===== config.mk =====
export PLATFORM = sky130hd
export DESIGN_NAME = intel_hex_record_writer
export DESIGN_NICKNAME = d
export VERILOG_FILES = /design/src/rtl/ihw_pkg.sv /design/src/rtl/ihw_ram.sv /design/src/rtl/ihw_out_stage.sv /design/src/rtl/intel_hex_record_writer.sv
export SDC_FILE = /design/constraint.sdc
export NUM_CORES = 1
export LEC_CHECK = 0
export BUFFER_PORTS_ARGS = -buffer_cell sky130_fd_sc_hd__buf_2
export CORE_UTILIZATION = 60
export DETAILED_ROUTE_END_ITERATION = 10
export GPL_ROUTABILITY_DRIVEN = 0
export PLACE_DENSITY = 0.8
export SLEW_MARGIN = 20
export SYNTH_ARGS = -nofsm -noshare
export SYNTH_HDL_FRONTEND = slang
export SYNTH_SLANG_ARGS = --single-unit

===== constraint.sdc =====
create_clock -name i_clk -period 6.9 [get_ports i_clk]
set_input_delay 0 -clock i_clk [delete_from_list [all_inputs] [get_ports i_clk]]
set_output_delay 0 -clock i_clk [all_outputs]
set_load 0.02 [all_outputs]

===== src/rtl/ihw_pkg.sv =====
// Shared constants, types and helpers for the Intel HEX record writer.
// No dependencies; all files but ihw_ram refer to it by scoped names.

package ihw_pkg;

    localparam int RECORD_BYTES = 32;
    localparam int BUF_AW       = (RECORD_BYTES > 1) ? $clog2(RECORD_BYTES) : 1;
    localparam int CNT_W        = $clog2(RECORD_BYTES + 1);

    localparam logic OP_DATA   = 1'b0;
    localparam logic OP_FINISH = 1'b1;

    localparam logic [7:0] REC_DATA = 8'h00;
    localparam logic [7:0] REC_EOF  = 8'h01;

    localparam logic [6:0] CHAR_ZERO   = 7'h30;
    localparam logic [6:0] CHAR_A_BIAS = 7'h37;

    typedef struct packed {
        logic rec_start;
        logic rec_end;
        logic last;
    } t_flags;

    function automatic logic [6:0] hex_digit(input logic [3:0] nib);
        logic [6:0] base;
        base = (nib < 4'd10) ? CHAR_ZERO : CHAR_A_BIAS;
        return 7'(base + {3'b000, nib});
    endfunction

endpackage


===== src/rtl/ihw_ram.sv =====
// Generic single-write, single-read RAM with registered read data.
// No dependencies.

module ihw_ram #(
    parameter int WIDTH = 8,
    parameter int DEPTH = 32
) (
    input  logic                                        i_clk,
    input  logic                                        i_we,
    input  logic [((DEPTH > 1) ? $clog2(DEPTH) : 1)-1:0] i_waddr,
    input  logic [WIDTH-1:0]                            i_wdata,
    input  logic [((DEPTH > 1) ? $clog2(DEPTH) : 1)-1:0] i_raddr,
    output logic [WIDTH-1:0]                            o_rdata
);

    logic [WIDTH-1:0] r_mem [DEPTH];
    logic [WIDTH-1:0] r_rdata;

    always_ff @(posedge i_clk) begin
        if (i_we) begin
            r_mem[i_waddr] <= i_wdata;
        end
        r_rdata <= r_mem[i_raddr];
    end

    assign o_rdata = r_rdata;

endmodule


===== src/rtl/ihw_out_stage.sv =====
// Output register: converts one record byte to two ASCII hex digits and holds the beat.
// Depends on ihw_pkg (t_flags, hex_digit).

module ihw_out_stage (
    input  logic            i_clk,
    input  logic            i_rst_n,
    input  logic            i_load,
    input  logic [7:0]      i_byte,
    input  ihw_pkg::t_flags i_flags,
    output logic            o_ready,
    output logic            o_out_valid,
    input  logic            i_out_stall,
    output logic [6:0]      o_hex_high_char,
    output logic [6:0]      o_hex_low_char,
    output logic            o_record_start,
    output logic            o_record_end,
    output logic            o_last
);

    logic            r_valid;
    logic [6:0]      r_hi;
    logic [6:0]      r_lo;
    ihw_pkg::t_flags r_flags;

    assign o_ready = !r_valid || !i_out_stall;

    always_ff @(posedge i_clk) begin
        if (!i_rst_n) begin
            r_valid <= 1'b0;
        end else if (o_ready) begin
            r_valid <= i_load;
        end
        if (o_ready && i_load) begin
            r_hi    <= ihw_pkg::hex_digit(i_byte[7:4]);
            r_lo    <= ihw_pkg::hex_digit(i_byte[3:0]);
            r_flags <= i_flags;
        end
    end

    assign o_out_valid     = r_valid;
    assign o_hex_high_char = r_hi;
    assign o_hex_low_char  = r_lo;
    assign o_record_start  = r_flags.rec_start;
    assign o_record_end    = r_flags.rec_end;
    assign o_last          = r_flags.last;

endmodule


===== src/rtl/intel_hex_record_writer.sv =====
// Top level: record sequencer with shared checksum adder, byte buffer RAM, output stage.
// Depends on ihw_pkg, ihw_ram, ihw_out_stage.
//
//   channel | direction | handshake               | payload
//   in      | input     | i_in_valid / o_in_stall | i_op, i_byte_address, i_data_byte,
//           |           |                         | i_entry_address
//   out     | output    | o_out_valid/i_out_stall | o_hex_high_char, o_hex_low_char,
//           |           |                         | o_record_start, o_record_end, o_last
//
// A data byte that continues the record is written straight into the byte buffer.
// A record emits one record byte per cycle while the output does not stall: 5 + N bytes
// for N data bytes, one shared adder building the checksum. Finish emits up to 42 beats.
// Output stall freezes the sequencer; the input stalls while a record is emitted.
// Synchronous reset clears control state; the byte buffer is not cleared.

module intel_hex_record_writer (
    input  logic        i_clk,
    input  logic        i_rst_n,
    input  logic        i_in_valid,
    output logic        o_in_stall,
    input  logic        i_op,
    input  logic [31:0] i_byte_address,
    input  logic [7:0]  i_data_byte,
    input  logic [15:0] i_entry_address,
    output logic        o_out_valid,
    input  logic        i_out_stall,
    output logic [6:0]  o_hex_high_char,
    output logic [6:0]  o_hex_low_char,
    output logic        o_record_start,
    output logic        o_record_end,
    output logic        o_last
);

    localparam int AW = ihw_pkg::BUF_AW;
    localparam int CW = ihw_pkg::CNT_W;

    typedef enum logic [2:0] {
        ST_IDLE,
        ST_COUNT,
        ST_ADDRH,
        ST_ADDRL,
        ST_TYPE,
        ST_DATA,
        ST_CSUM
    } t_state;

    t_state          r_state, n_state;
    logic [CW-1:0]   r_fill, n_fill;
    logic [15:0]     r_rec_addr, n_rec_addr;
    logic [31:0]     r_expected, n_expected;
    logic            r_await, n_await;
    logic            r_pend, n_pend;
    logic [7:0]      r_pend_byte, n_pend_byte;
    logic [31:0]     r_pend_addr, n_pend_addr;
    logic            r_end_next, n_end_next;
    logic [15:0]     r_entry, n_entry;
    logic            r_emit_eof, n_emit_eof;
    logic [15:0]     r_emit_addr, n_emit_addr;
    logic [CW-1:0]   r_emit_cnt, n_emit_cnt;
    logic [AW-1:0]   r_idx, n_idx;
    logic [7:0]      r_sum, n_sum;

    logic            in_acc;
    logic            brk;
    logic            out_ready;
    logic            emit_load;
    logic [7:0]      byte_sel;
    logic [7:0]      sum_base;
    ihw_pkg::t_flags flags;
    logic            ram_we;
    logic [AW-1:0]   ram_waddr;
    logic [7:0]      ram_wdata;
    logic [7:0]      ram_q;

    assign o_in_stall = (r_state != ST_IDLE);
    assign in_acc     = i_in_valid && !o_in_stall;
    assign brk        = !r_await && ((i_byte_address != r_expected)
                        || (r_fill == CW'(ihw_pkg::RECORD_BYTES)));

    always_comb begin
        case (r_state)
            ST_COUNT: byte_sel = 8'(r_emit_cnt);
            ST_ADDRH: byte_sel = r_emit_addr[15:8];
            ST_ADDRL: byte_sel = r_emit_addr[7:0];
            ST_TYPE:  byte_sel = r_emit_eof ? ihw_pkg::REC_EOF : ihw_pkg::REC_DATA;
            ST_DATA:  byte_sel = ram_q;
            default:  byte_sel = 8'(8'd0 - r_sum);
        endcase
        sum_base        = (r_state == ST_COUNT) ? 8'd0 : r_sum;
        flags.rec_start = (r_state == ST_COUNT);
        flags.rec_end   = (r_state == ST_CSUM);
        flags.last      = (r_state == ST_CSUM) && !r_end_next;
    end

    always_comb begin
        n_state     = r_state;
        n_fill      = r_fill;
        n_rec_addr  = r_rec_addr;
        n_expected  = r_expected;
        n_await     = r_await;
        n_pend      = r_pend;
        n_pend_byte = r_pend_byte;
        n_pend_addr = r_pend_addr;
        n_end_next  = r_end_next;
        n_entry     = r_entry;
        n_emit_eof  = r_emit_eof;
        n_emit_addr = r_emit_addr;
        n_emit_cnt  = r_emit_cnt;
        n_idx       = r_idx;
        n_sum       = r_sum;
        emit_load   = 1'b0;
        ram_we      = 1'b0;
        ram_waddr   = r_fill[AW-1:0];
        ram_wdata   = i_data_byte;

        if (r_state != ST_IDLE && out_ready) begin
            emit_load = 1'b1;
            n_sum     = 8'(sum_base + byte_sel);
        end

        unique case (r_state)
            ST_IDLE: begin
                if (in_acc) begin
                    if (i_op == ihw_pkg::OP_FINISH) begin
                        n_await    = 1'b1;
                        n_fill     = '0;
                        n_expected = '0;
                        n_rec_addr = '0;
                        n_entry    = i_entry_address;
                        n_state    = ST_COUNT;
                        if (r_fill != '0) begin
                            n_emit_eof  = 1'b0;
                            n_emit_addr = r_rec_addr;
                            n_emit_cnt  = r_fill;
                            n_end_next  = 1'b1;
                        end else begin
                            n_emit_eof  = 1'b1;
                            n_emit_addr = i_entry_address;
                            n_emit_cnt  = '0;
                            n_end_next  = 1'b0;
                        end
                    end else if (brk) begin
                        n_emit_eof  = 1'b0;
                        n_emit_addr = r_rec_addr;
                        n_emit_cnt  = r_fill;
                        n_end_next  = 1'b0;
                        n_pend      = 1'b1;
                        n_pend_byte = i_data_byte;
                        n_pend_addr = i_byte_address;
                        n_state     = ST_COUNT;
                    end else begin
                        ram_we     = 1'b1;
                        n_fill     = r_fill + CW'(1);
                        n_expected = i_byte_address + 32'd1;
                        if (r_await) begin
                            n_rec_addr = i_byte_address[15:0];
                            n_await    = 1'b0;
                        end
                    end
                end
            end
            ST_COUNT: if (out_ready) n_state = ST_ADDRH;
            ST_ADDRH: if (out_ready) n_state = ST_ADDRL;
            ST_ADDRL: if (out_ready) n_state = ST_TYPE;
            ST_TYPE: begin
                if (out_ready) begin
                    n_idx   = '0;
                    n_state = (r_emit_cnt == '0) ? ST_CSUM : ST_DATA;
                end
            end
            ST_DATA: begin
                if (out_ready) begin
                    n_idx = r_idx + AW'(1);
                    if (CW'(r_idx) == r_emit_cnt - CW'(1)) begin
                        n_state = ST_CSUM;
                    end
                end
            end
            ST_CSUM: begin
                if (out_ready) begin
                    if (r_end_next) begin
                        n_emit_eof  = 1'b1;
                        n_emit_addr = r_entry;
                        n_emit_cnt  = '0;
                        n_end_next  = 1'b0;
                        n_state     = ST_COUNT;
                    end else begin
                        n_state = ST_IDLE;
                        if (r_pend) begin
                            ram_we     = 1'b1;
                            ram_waddr  = '0;
                            ram_wdata  = r_pend_byte;
                            n_fill     = CW'(1);
                            n_rec_addr = r_pend_addr[15:0];
                            n_expected = r_pend_addr + 32'd1;
                            n_pend     = 1'b0;
                        end
                    end
                end
            end
            default: n_state = ST_IDLE;
        endcase
    end

    always_ff @(posedge i_clk) begin
        if (!i_rst_n) begin
            r_state    <= ST_IDLE;
            r_fill     <= '0;
            r_rec_addr <= '0;
            r_expected <= '0;
            r_await    <= 1'b1;
            r_pend     <= 1'b0;
            r_end_next <= 1'b0;
            r_idx      <= '0;
        end else begin
            r_state    <= n_state;
            r_fill     <= n_fill;
            r_rec_addr <= n_rec_addr;
            r_expected <= n_expected;
            r_await    <= n_await;
            r_pend     <= n_pend;
            r_end_next <= n_end_next;
            r_idx      <= n_idx;
        end
        r_pend_byte <= n_pend_byte;
        r_pend_addr <= n_pend_addr;
        r_entry     <= n_entry;
        r_emit_eof  <= n_emit_eof;
        r_emit_addr <= n_emit_addr;
        r_emit_cnt  <= n_emit_cnt;
        r_sum       <= n_sum;
    end

    ihw_ram #(
        .WIDTH(8),
        .DEPTH(ihw_pkg::RECORD_BYTES)
    ) u_buf (
        .i_clk   (i_clk),
        .i_we    (ram_we),
        .i_waddr (ram_waddr),
        .i_wdata (ram_wdata),
        .i_raddr (n_idx),
        .o_rdata (ram_q)
    );

    ihw_out_stage u_out (
        .i_clk           (i_clk),
        .i_rst_n         (i_rst_n),
        .i_load          (emit_load),
        .i_byte          (byte_sel),
        .i_flags         (flags),
        .o_ready         (out_ready),
        .o_out_valid     (o_out_valid),
        .i_out_stall     (i_out_stall),
        .o_hex_high_char (o_hex_high_char),
        .o_hex_low_char  (o_hex_low_char),
        .o_record_start  (o_record_start),
        .o_record_end    (o_record_end),
        .o_last          (o_last)
    );

    a_fill_bound: assert property (@(posedge i_clk) disable iff (!i_rst_n)
        r_fill <= CW'(ihw_pkg::RECORD_BYTES))
        else $error("buffer fill exceeds record size");

    a_await_empty: assert property (@(posedge i_clk) disable iff (!i_rst_n)
        r_await |-> (r_fill == '0))
        else $error("bytes buffered before first byte");

    a_idle_clean: assert property (@(posedge i_clk) disable iff (!i_rst_n)
        (r_state == ST_IDLE) |-> (!r_pend && !r_end_next))
        else $error("idle with unfinished work");

    a_data_index: assert property (@(posedge i_clk) disable iff (!i_rst_n)
        (r_state == ST_DATA) |-> (CW'(r_idx) < r_emit_cnt))
        else $error("data index beyond record count");

endmodule


; ---- Word-level counts from Yosys, hierarchy flattened
; Memory sizes are Yosys's and may differ from the RTL's. A register that Yosys moved wholly into a read port is not among the register bits.
; Index checks and enable logic that the tools add are counted.
[classes]
mux = 95
addsub = 9
n_lt_le_gt_ge = 2
bitwise = 1
eq_ne = 26
n_reduce_logical = 26
[op_table]
columns = cell, n
row1 = 16-bit 2-to-1 mux, 13
row2 = 32-bit 2-to-1 mux, 6
row3 = 6-bit 2-to-1 mux, 12
row4 = "32-bit by 1-bit adder with 32-bit output, second input constant", 2
row5 = 16-bit case mux with 2 select lines, 2
row6 = 32-bit case mux with 2 select lines, 1
row7 = 8-bit 2-to-1 mux, 5
row8 = 8-bit case mux with 5 select lines, 1
row9 = 3-bit 2-to-1 mux, 12
row10 = 32-bit != test, 1
row11 = 5-bit 2-to-1 mux, 6
row12 = 1-bit 2-to-1 mux, 28
row13 = "2-bit != test, second input constant", 14
row14 = 6-bit case mux with 2 select lines, 2
row15 = 3-bit case mux with 7 select lines, 1
row16 = 7-bit by 4-bit adder with 7-bit output, 2
row17 = 6-bit AND reduction, 2
row18 = 5-bit case mux with 2 select lines, 1
row19 = "3-bit equality test, second input constant", 3
row20 = "3-bit != test, second input constant", 3
row21 = 9-bit AND reduction, 1
row22 = 8-bit adder, 1
row23 = "4-bit less-than comparator, second input constant", 2
row24 = 1-bit case mux with 2 select lines, 4
row25 = 22 further kinds, 34
[totals]
mem_count = 1
word_cells = 181
reg_bits = 170
ramBits = 256
out_inout_bits = 19
[memory_table]
columns = memory, depth, width, rd, rd_ports_with_merged_regs, wr, line
row1 = u_buf.r_mem, 32, 8, 1, 1, 1, ihw_ram.sv:16  ; logic [WIDTH-1:0] r_mem [DEPTH];

; ---- Longest topological paths before layout
; Gate-level depths: netlist (run 1).
[logic_depth]
depth_word = 9
depth_mapped = 15
ltp_nobuf = 13

; ---- Modules after synthesis
; A second synthesis (run 1) with hierarchy kept.
[hier_totals]
hier_cells = 1455
area_unflattened_um2 = 19936.6
[modules_own_cells]
columns = mod, area_per_inst_um2, cells_per_inst, n_inst
row1 = ihw_ram, 10053.4, 417, 1
row2 = intel_hex_record_writer, 9068.7, 981, 1
row3 = ihw_out_stage, 814.5, 57, 1

; ---- Worst setup path after synthesis (run 1)
; OpenSTA, ideal clock, no wires.
[synth_timing]
path_kind = register -> register
startpoint = register r_fill[0]
endpoint = register r_pend_addr[0], enable pin
synth_period_minus_slack_ps = 5537
setup_slack_ps = 1363
n_path_buf = 1
path_stages_with_launch = 7
arrival_ps = 4996
t_required_ps = 6360
setup_time_ps = 540
cell_sequence = dfxtp_1 clkbuf_1 inv_1 ha_1 and3_1 a2111oi_4 nor4_1
[synth_via]
elab_chain_len = 4
[synth_rtl]
columns = item, line
row1 = from (decl), intel_hex_record_writer.sv:48  ; logic [CW-1:0] r_fill, n_fill;
row2 = from (signal assigned), intel_hex_record_writer.sv:217  ; r_fill <= n_fill;
row3 = 6-bit equality test, intel_hex_record_writer.sv:78  ; || (r_fill == CW'(ihw_pkg::RECORD_BYTES)));
row4 = 1-bit logical OR, intel_hex_record_writer.sv:78
row5 = 1-bit logical AND, intel_hex_record_writer.sv:77  ; assign brk = !r_await && ((i_byte_address != r_expected)
row6 = 4-bit AND reduction (no source line), n/a
row7 = to (signal assigned), intel_hex_record_writer.sv:226  ; r_pend_addr <= n_pend_addr;
row8 = to (decl), intel_hex_record_writer.sv:54  ; logic [31:0] r_pend_addr, n_pend_addr;
; Every way passes these cells.
; A chain may end at the register's enable or synchronous reset.

; ---- Worst setup path in the final report (run 1)
[layout_timing]
startpoint = register r_state[1]
endpoint = register u_buf.r_rdata[4], in the netlist u_buf.o_rdata[4] (read register of u_buf.r_mem)
[layout_via]
elab_chain_len = 2
[layout_rtl]
columns = item, line
row1 = from (decl), intel_hex_record_writer.sv:47  ; t_state r_state, n_state;
row2 = from (signal assigned), intel_hex_record_writer.sv:216  ; r_state <= n_state;
row3 = 3-bit equality test, intel_hex_record_writer.sv:121  ; unique case (r_state)
row4 = 5-bit case mux with 2 select lines *, intel_hex_record_writer.sv:121
row5 = to (decl), ihw_ram.sv:17  ; logic [WIDTH-1:0] r_rdata;
; Mark *: on every way between the ends. The rest lies on a longest branch, timed or not.

==> flow_summary.ini, run 1 <==
[finish]
fillers = 2306
layout.nets = 1879
num_antenna_cells = 0
synthToLayoutAreaGrowth_pct = 12.9
seq_area_sq_um = 12300
layout-drive-gt1-share = 0.117
multiInputGateArea_sq_um = 7420
design_area_sq_um = 22900
final_cells = 2279

[critical_path]
worstSetupEndpoint = u_buf.o_rdata[4]
cp_max_fo = 71
arrival_ns = 4.85
r2r-start = r_state[1]
critPathKind = reg -> reg
worstPathRequired_ns = 7.33
r2r.worst_path.cells = 10
end_kind = flop
start_kind = flop
reg2reg_slack_ns = 2.48
startpoint = r_state[1]
r2r-end = u_buf.o_rdata[4]

[clocking]
cts_buffers = 44
cts_buffer_depth = 3
clock_latency_ns = 0.56
cts_tree = done
cts_root_buffer = clkbuf_16
post-cts-setup-buffer-count = 0
clock_sinks = 434
path_clk_slew_ns = 0.06
htreeDepth = 2

[global_route]
grt_pass1_vias = 13715
grt_max_degree = 83
track_usage = 0.282
overflow = 0
grt_pass1_wl_um = 75200
antenna_found_initial = 1

[synthesis]
synth-seq-cells = 434
synthFlopType = edfxtp_1
async_flop_share = 0
syn-num-nets = 1783
postSynthAreaPerCell_sq_um = 12.0
ys_types = 79
syn_area_sq_um = 20300
synth_top_cell_area_share = 0.532
synth_area_leaders = edfxtp_1 53%, dfxtp_1 7.3%, nand2_1 3.5%, xnor2_1 2.6%, nand3_1 2.5%
synth-edff-count = 360
yosysWarnings = 0
synth_top_area_cell = edfxtp_1
seq_area_frac_synth = 0.605
postSynthCellCount = 1699

[sta]
setup_slack_ns = 2.48
skew_ns = 0.0243
timing.final.crit_share = 0.640
timing.slew.headroom = 0.195
fin_tns_setup_ns = 0
period_needed_ns = 4.42
drv_slew = 0
finalSetupViolCount = 0
hold_viol_final = 0
max_freq_mhz = 226
rsz0062_at_grt = false
worstMarginPinSlew_ns = 1.20

[pwr]
p_per_area_nw_per_um2 = 324
peakVddDrop_mv = 0.230
p_total_mw = 7.43
leakage_nw = 8.23

[routing]
drtIter0Drc = 1548
routed_wl_um = 48900
dr.pass1.iters = 8
vias_per_cell = 6.38
postRouteAntennaNets = 0
drc = 0
num_vias = 14548
post_drt_wl_per_cell_um = 21.5

[place]
pre_cts_ws_ns = 2.21
placedCellCount = 2139
dpl.hpwl_um = 30600
placed_area_sq_um = 21000
port_buffers = 79

[floorplan]
io_pins = 80
initial_core_util = 0.608
die-area_sq_um = 34600
coreArea_sq_um = 33400
die-height_um = 186
rows = 67
die_x_um = 186

[job]
maxCapViolCount = 0

[run_status]
status = completed

[min_path]
hold_path_class = in -> reg
layer usage:
layer  track usage  vias up  share of wire
met4        0.0846        2          0.026
met2         0.470      741           0.49
met1         0.384     7032           0.40
met3        0.0397      122          0.079
met5             0        -        0.00027
li1              -     6651              -
synth_stat cells (all sizes together), types with 12 or more instances:
library cell	instances
clkbuf	49
a211oi	18
or3	22
a22oi	18
nand3	100
nor2	72
o211ai	28
ha	20
and3	54
buf	64
xor2	55
nor3	23
nor4	13
o21ai	60
o221ai	26
mux2i	26
and2	14
a31oi	21
nand2	192
nor3b	18
nand4	27
nor2b	12
a2111oi	22
a21oi	60
edfxtp	360
dfxtp	74
xnor2	61
o211a	40
inv	28
what timing repair did:
item / in CTS / in global routing
hold buffers: 58 / 0
gates resized for setup: 0 / 0
endpoints found under the hold margin: 89 / 0
cell type report:
cell class | count | share of cell area
tap | 448 | 0.0244
timing repair buffer | 163 | 0.0510
multi-input combinational | 1123 | 0.323
inverter | 29 | 0.00474
sequential | 434 | 0.536
clock buffer | 62 | 0.0527
clock inverter | 20 | 0.00791
worst max-delay path: stages, from the launching register on:
cell	delay [ns]
dfxtp_1	0.81
clkinv_1	0.44
ha_1	0.42
nand2_1	0.11
or3_1	0.10
buf_4	0.42
nand2_4	0.57
a2111oi_0	0.75
a311o_1	0.28
a2bb2oi_1	0.28
o21ai_1	0.11
cells by family (layout without fill, tap and decap cells):
| family | count (synthesis) | count (layout) | synth area share |
|---|---|---|---|
| compound gates | 370 | 370 | 0.136 |
| xor+xnor | 116 | 116 | 0.0500 |
| fa+ha+maj | 23 | 23 | 0.0153 |
| buf+inv | 142 | 274 | 0.0318 |
| flops | 434 | 434 | 0.605 |
| mux | 35 | 35 | 0.0178 |
| simple gates | 579 | 579 | 0.144 |
registers in the layout (all words and copies together), names as in the netlist, 8 cells and up:
name,cells
r_pend_addr,32
r_rec_addr,16
r_sum,8
r_emit_addr,16
u_buf.o_rdata,8
r_expected,32
r_pend_byte,8
r_entry,16
u_buf.r_mem,256
power breakdown:
| group | leakage (nW) | switching (mW) | internal [mW] |
|---|---|---|---|
| Clock | 0.682 | 0.990 | 1.31 |
| Sequential | 3.88 | 0.211 | 3.25 |
| Combinational | 3.66 | 0.996 | 0.685 |
worst min path at each step:
stage	startpoint	to	slack, ns	depth (start not counted)
2_1_floorplan	i_entry_address[0]	r_entry[0]	0.1	0
3_3_place_gp	i_entry_address[7]	r_entry[7]	0.19	1
3_5_place_dp	i_entry_address[9]	r_entry[9]	0.20	1
4_1_cts	i_out_stall	u_out.o_out_valid	0.1	3
5_1_grt	i_rst_n	r_rec_addr[4]	0.16	3
6_report	i_rst_n	r_rec_addr[6]	0.11	3
layout by cell type, fill, tap and decap left out, types with 17 or more instances in the layout:
| cell type | synthesis | final |
|---|---|---|
| or3_1 | 22 | 22 |
| buf_2 | 42 | 79 |
| a31oi_1 | 21 | 21 |
| o21ai_0 | 48 | 48 |
| o221ai_1 | 26 | 26 |
| inv_1 | 25 | 24 |
| dlygate4sd3_1 | 0 | 58 |
| nand4_1 | 26 | 26 |
| nor3b_1 | 18 | 17 |
| nand2_1 | 191 | 189 |
| dfxtp_1 | 74 | 74 |
| buf_4 | 6 | 26 |
| and3_1 | 54 | 54 |
| a211oi_1 | 18 | 18 |
| nor3_1 | 20 | 18 |
| o211a_1 | 40 | 40 |
| nand3_1 | 100 | 100 |
| a22oi_1 | 17 | 17 |
| nor2_1 | 72 | 69 |
| a21oi_1 | 60 | 60 |
| xnor2_1 | 61 | 61 |
| mux2i_1 | 26 | 26 |
| edfxtp_1 | 360 | 360 |
| clkbuf_16 | 0 | 44 |
| xor2_1 | 55 | 55 |
| ha_1 | 20 | 20 |
| o211ai_1 | 28 | 28 |
stage by stage:
step | hold WS (ns) | utilization
after global placement | 0.192 | 0.627
after global routing | 0.159 | 0.686
after CTS | 0.0988 | 0.686
after floorplan | 0.0989 | -
final | 0.112 | 0.686
after detailed placement | 0.196 | 0.627
(Power assumes the default switching activity.)
==> inputs of run 2 (changes only) <==
ABC_AREA = 1   (was default)
CORE_UTILIZATION = 56   (was 60)
PLACE_DENSITY = 0.78   (was 0.8)
clock period = 3.9 ns   (was 6.9 ns; I/O delays follow)
==> flow_summary.ini, run 2 <==
[run_status]
status = completed

[routing]
post_drt_wl_per_cell_um = 17.7
vias_per_cell = 5.67
postRouteAntennaNets = 0
drc = 0
routed_wl_um = 54900
drtIter0Drc = 1812
dr.pass1.iters = 7
num_vias = 17617

[finish]
reg_top3 = u_buf.r_mem x256, r_expected x32, r_pend_addr x32
largest_reg_flops = 256
synthToLayoutAreaGrowth_pct = 13.8
design_area_sq_um = 24300
num_antenna_cells = 0
layout.nets = 2648
fin_util = 0.645
fillers = 2917
layout_common_cells = 815 x nand2_1, 360 x edfxtp_1, 238 x inv_1
max_flop_register = u_buf.r_mem
final_common_cell = nand2_1
layout-drive-gt1-share = 0.0851

[synthesis]
seq_area_frac_synth = 0.577
ys_types = 47
syn-num-nets = 2514
synth_top_area_cell = edfxtp_1
synth_top_cell_area_share = 0.507
synth_common_cells = 817 x nand2_1, 360 x edfxtp_1, 241 x inv_1, 220 x nand3_1, 194 x nor2_1
yosysWarnings = 0
postSynthCellCount = 2430
yosysMostFrequentCell = nand2_1
synth-seq-cells = 434
synthFlopType = edfxtp_1
synth_area_leaders = edfxtp_1 51%, nand2_1 14%, dfxtp_1 6.9%, nand3_1 5.2%, inv_1 4.2%
postSynthAreaPerCell_sq_um = 8.77
async_flop_share = 0
syn_area_sq_um = 21300
synth-edff-count = 360

[clocking]
cts_buffer_depth = 3
clock_sinks = 434
path_clk_slew_ns = 0.06
post-cts-setup-buffer-count = 0
cts_root_buffer = clkbuf_16
clock_latency_ns = 0.58
cts_tree = done
cts_buffers = 45
htreeDepth = 2

[place]
dpl.hpwl_um = 35600
port_buffers = 79
placed_area_sq_um = 22300
pre_cts_ws_ns = 0.604

[floorplan]
die-height_um = 197
die_x_um = 197
io_pins = 80
initial_core_util = 0.567
rows = 71
coreArea_sq_um = 37600
die-area_sq_um = 38900

[critical_path]
reg2reg_slack_ns = 0.58
critPathKind = reg -> reg
worstPathRequired_ns = 4.22
slowest_stage = a31oi_1
start_kind = flop
r2r.worst_path.cells = 14
path_cells = inv_2 -> nand2_1 -> buf_4 -> nand2_1 -> a31oi_1 -> ha_1 -> nand3_1 -> nand2_1 -> a21oi_1 -> o21bai_1 -> nand2_1 -> nand2_1 -> a21oi_1 -> xnor2_1
cp_max_fo = 15
r2r-end = r_sum[7]
arrival_ns = 3.64
max_stage_delay_ns = 0.72
r2r-start = r_state[2]
worst_path_most_repeated_cell = nand2_1
end_kind = flop

[sta]
finalSetupViolCount = 0
max_freq_mhz = 301
worstMarginPinSlew_ns = 1.05
period_needed_ns = 3.32
timing.slew.headroom = 0.293
drv_slew = 0
rsz0062_at_grt = false
fin_tns_setup_ns = 0
hold_viol_final = 0
skew_ns = 0.0148
setup_slack_ns = 0.582
worst_hold_slack_ns = 0.0259
timing.final.crit_share = 0.851

[global_route]
antenna_found_initial = 0
track_usage = 0.283
grt_pass1_vias = 16486
overflow = 0
grt_max_degree = 81
grt_pass1_wl_um = 86000

[pwr]
seqPwrFrac = 0.424
p_per_area_nw_per_um2 = 599
leakage_nw = 9.92
clockPowerShare = 0.280
switching_share = 0.344
power.switching_mw = 5.00
p_int_mw = 9.53
p_comb_frac = 0.296
peakVddDrop_mv = 0.412

[min_path]
hold_end = r_await
min-delay-start = i_in_valid
min_path_cells = 4
hold_path_class = in -> reg

[job]
maxCapViolCount = 0
## run 2: cells by family (layout without fill, tap and decap cells)
family,after synthesis,in the layout,synth area share
XOR/XNOR,51,51,0.0210
flip-flops,434,434,0.577
buffers and inverters,346,513,0.0671
adder cells (fa/ha/maj),23,23,0.0146
AO/OA/AOI/OAI,239,239,0.0618
AND/OR/NAND/NOR,1337,1337,0.259
## run 2: power groups by stage
stage	logic [mW]	clock network, mW	registers (mW)
after CTS	4.24	4.10	6.15
after global routing	4.84	4.27	6.21
after floorplan	2.94	0	6.26
after global placement	3.99	0	6.21
final	4.30	4.07	6.16
after detailed placement	4.17	0	6.24
## run 2: layer usage
| layer | up-vias | global-route usage | share of wire |
|---|---|---|---|
| met5 | - | 0 | 0 |
| met4 | 0 | 0.104 | 0.035 |
| met3 | 153 | 0.0550 | 0.099 |
| met2 | 983 | 0.451 | 0.46 |
| met1 | 8161 | 0.385 | 0.40 |
| li1 | 8320 | - | - |
## run 2: timing repair
item | in CTS | in global routing
gates resized for setup | 0 | 0
endpoints found under the hold margin | 119 | 0
hold buffers | 59 | 0
## run 2: stage by stage
stage | power [mW] | cells
6_report | 14.5 | 3108
4_1_cts | 14.5 | 3108
5_1_grt | 15.3 | 3108
2_1_floorplan | 9.20 | 2430
3_3_place_gp | 10.2 | 2969
3_5_place_dp | 10.4 | 2969
## run 2: worst max path at each step
stage | startpoint | end | cells after the start
3_3_place_gp | r_fill[0] | u_buf.r_mem[23][6] | 13
4_1_cts | r_fill[0] | u_buf.r_mem[22][4] | 13
6_report | r_state[2] | r_sum[7] | 14
2_1_floorplan | r_fill[0] | r_pend_addr[0] | 11
3_5_place_dp | r_fill[0] | u_buf.r_mem[22][7] | 13
5_1_grt | r_state[2] | r_sum[7] | 14
## run 2: layout make-up
| cell class | instances | area, sq um | share of cell area |
|---|---|---|---|
| Timing Repair Buffer | 183 | 1350 | 0.0556 |
| Clock buffer | 52 | 1180 | 0.0488 |
| Inverter | 250 | 938 | 0.0387 |
| Sequential cell | 434 | 12300 | 0.507 |
| Tap cell | 511 | 639 | 0.0264 |
| Multi-Input combinational cell | 1650 | 7650 | 0.316 |
| Clock inverter | 28 | 200 | 0.00825 |
## run 2: worst max-delay path, delay by kind of cell (launching register included)
kind            cells  cell delay, ns
buf+inv             2            0.33
xor+xnor            1            0.09
flops               1            0.51
compound gates      4            1.12
simple gates        6            0.65
fa+ha+maj           1            0.35
==> inputs of run 3 (changes only) <==
CORE_UTILIZATION = 60   (was 56)
PLACE_DENSITY = 0.8   (was 0.78)
clock period = 4.3 ns   (was 3.9 ns; I/O delays follow)
==> flow_summary.ini, run 3 (same netlist as run 2, synthesis figures left out) <==
[place]
placed_area_sq_um = 22100
dpl.hpwl_um = 36400
port_buffers = 79
pre_cts_ws_ns = 0.570
placedCellCount = 2899

[routing]
post_drt_wl_per_cell_um = 18.8
num_vias = 18059
vias_per_cell = 5.94
drtIter0Drc = 2388
dr.pass1.iters = 8
drc = 0
postRouteAntennaNets = 0
routed_wl_um = 57100

[global_route]
track_usage = 0.318
antenna_found_initial = 1
grt_pass1_vias = 17241
grt_max_degree = 77
overflow = 0
grt_pass1_wl_um = 89700

[pwr]
leakage_nw = 9.95
clockPowerShare = 0.302
p_int_mw = 9.05
seqPwrFrac = 0.409
p_comb_frac = 0.289
peakVddDrop_mv = 0.608
power.switching_mw = 4.58
p_per_area_nw_per_um2 = 562
switching_share = 0.336
p_total_mw = 13.6

[finish]
layout-drive-gt1-share = 0.0840
layout.nets = 2633
reg_top3 = u_buf.r_mem x256, r_expected x32, r_pend_addr x32
max_flop_register = u_buf.r_mem
final_cells = 3039
fillers = 2516
design_area_sq_um = 24300
synthToLayoutAreaGrowth_pct = 13.8
final_common_cell = nand2_1
largest_reg_flops = 256
layout_common_cells = 815 x nand2_1, 360 x edfxtp_1, 239 x inv_1
fin_util = 0.699

[clocking]
cts_buffer_depth = 3
clock_latency_ns = 0.58
clock_sinks = 434
htreeDepth = 2
post-cts-setup-buffer-count = 0
cts_buffers = 44
ctsResizeCount = 0
cts_root_buffer = clkbuf_16
cts_tree = done
postCtsHoldBufs = 59
path_clk_slew_ns = 0.06

[floorplan]
coreArea_sq_um = 34700
initial_core_util = 0.614
die-area_sq_um = 36300
die-height_um = 191
die_x_um = 191
rows = 68
io_pins = 80

[sta]
setup_slack_ns = 0.354
worstMarginPinSlew_ns = 1.09
max_freq_mhz = 253
hold_viol_final = 0
drv_slew = 0
timing.slew.headroom = 0.264
fin_tns_setup_ns = 0
skew_ns = 0.0279
worst_hold_slack_ns = 0.153
period_needed_ns = 3.95
finalSetupViolCount = 0
rsz0062_at_grt = false
timing.final.crit_share = 0.918

[critical_path]
r2r.worst_path.cells = 12
cp_top_family = simple AND/OR/NAND/NOR gates
cp.depth = 12
max_stage_delay_ns = 0.92
worstPathRequired_ns = 4.49
start_kind = flop
path_cells = inv_1 -> nand3_1 -> nor2_1 -> nor2_1 -> nand3_1 -> nor2_1 -> nand2_1 -> nand2_1 -> nand2_2 -> nor2_1 -> nand2_1 -> nor3_1
arrival_ns = 4.13
critPathBufInv = 1
worst_path_most_repeated_cell = nor2_1
slowest_stage = nor3_1
critPathKind = reg -> reg
cp_max_fo = 13
end_kind = flop

[run_status]
status = completed

[job]
maxCapViolCount = 0

[min_path]
hold_path_class = in -> reg
min_path_cells = 2
[run 3: changes by cell type in the layout (fill, tap and decap cells not counted), sizes merged]
cell	before	now
buf	124	110
inv	246	248
clkinvlp	4	2
diode	0	1
clkinv	26	12
bufinv	2	8
clkbuf	52	60
[run 3: area by class of cell]
type / count / area, sq um / share of cell area
multi-input combinational: 1650 / 7670 / 0.316
inverter: 250 / 938 / 0.0387
timing repair buffer: 169 / 1240 / 0.0512
sequential: 434 / 12300 / 0.506
clock buffer: 60 / 1250 / 0.0516
tap: 455 / 569 / 0.0235
clock inverter: 20 / 307 / 0.0126
antenna: 1 / 2.50 / 0.000103
[run 3: final timing paths]
path | end | slack, ns | from
setup / recovery | u_buf.r_mem[26][5] | 0.35 | r_fill[2]
hold reg to reg | r_rec_addr[15] | 0.48 | r_rec_addr[15]
hold / removal | r_pend_byte[6] | 0.15 | i_data_byte[6]
setup reg to reg | u_buf.r_mem[26][5] | 0.35 | r_fill[2]
[run 3: worst register-to-register path, stage by stage (launching register included)]
cell and delay (ns):
dfxtp_1 0.56, inv_1 0.39, nand3_1 0.20, nor2_1 0.06, nor2_1 0.10, nand3_1 0.10, nor2_1 0.15, nand2_1 0.11
nand2_1 0.11, nand2_2 0.12, nor2_1 0.38, nand2_1 0.35, nor3_1 0.93
[run 3: layer usage]
metal	vias to the layer above	GRT usage	wire length, um
met1	8323	0.431	22100
met3	263	0.0696	6520
met4	0	0.134	2490
met5	-	0	0
li1	8293	-	-
met2	1180	0.497	26000
[run 3: power by group through the flow]
| stage | clock network (mW) | logic, mW | registers [mW] |
|---|---|---|---|
| final | 4.12 | 3.94 | 5.57 |
| after global routing | 4.30 | 4.38 | 5.61 |
| after CTS | 4.15 | 3.86 | 5.56 |
| after detailed placement | 0 | 3.74 | 5.65 |
| after global placement | 0 | 3.57 | 5.63 |
| after floorplan | 0 | 2.66 | 5.68 |
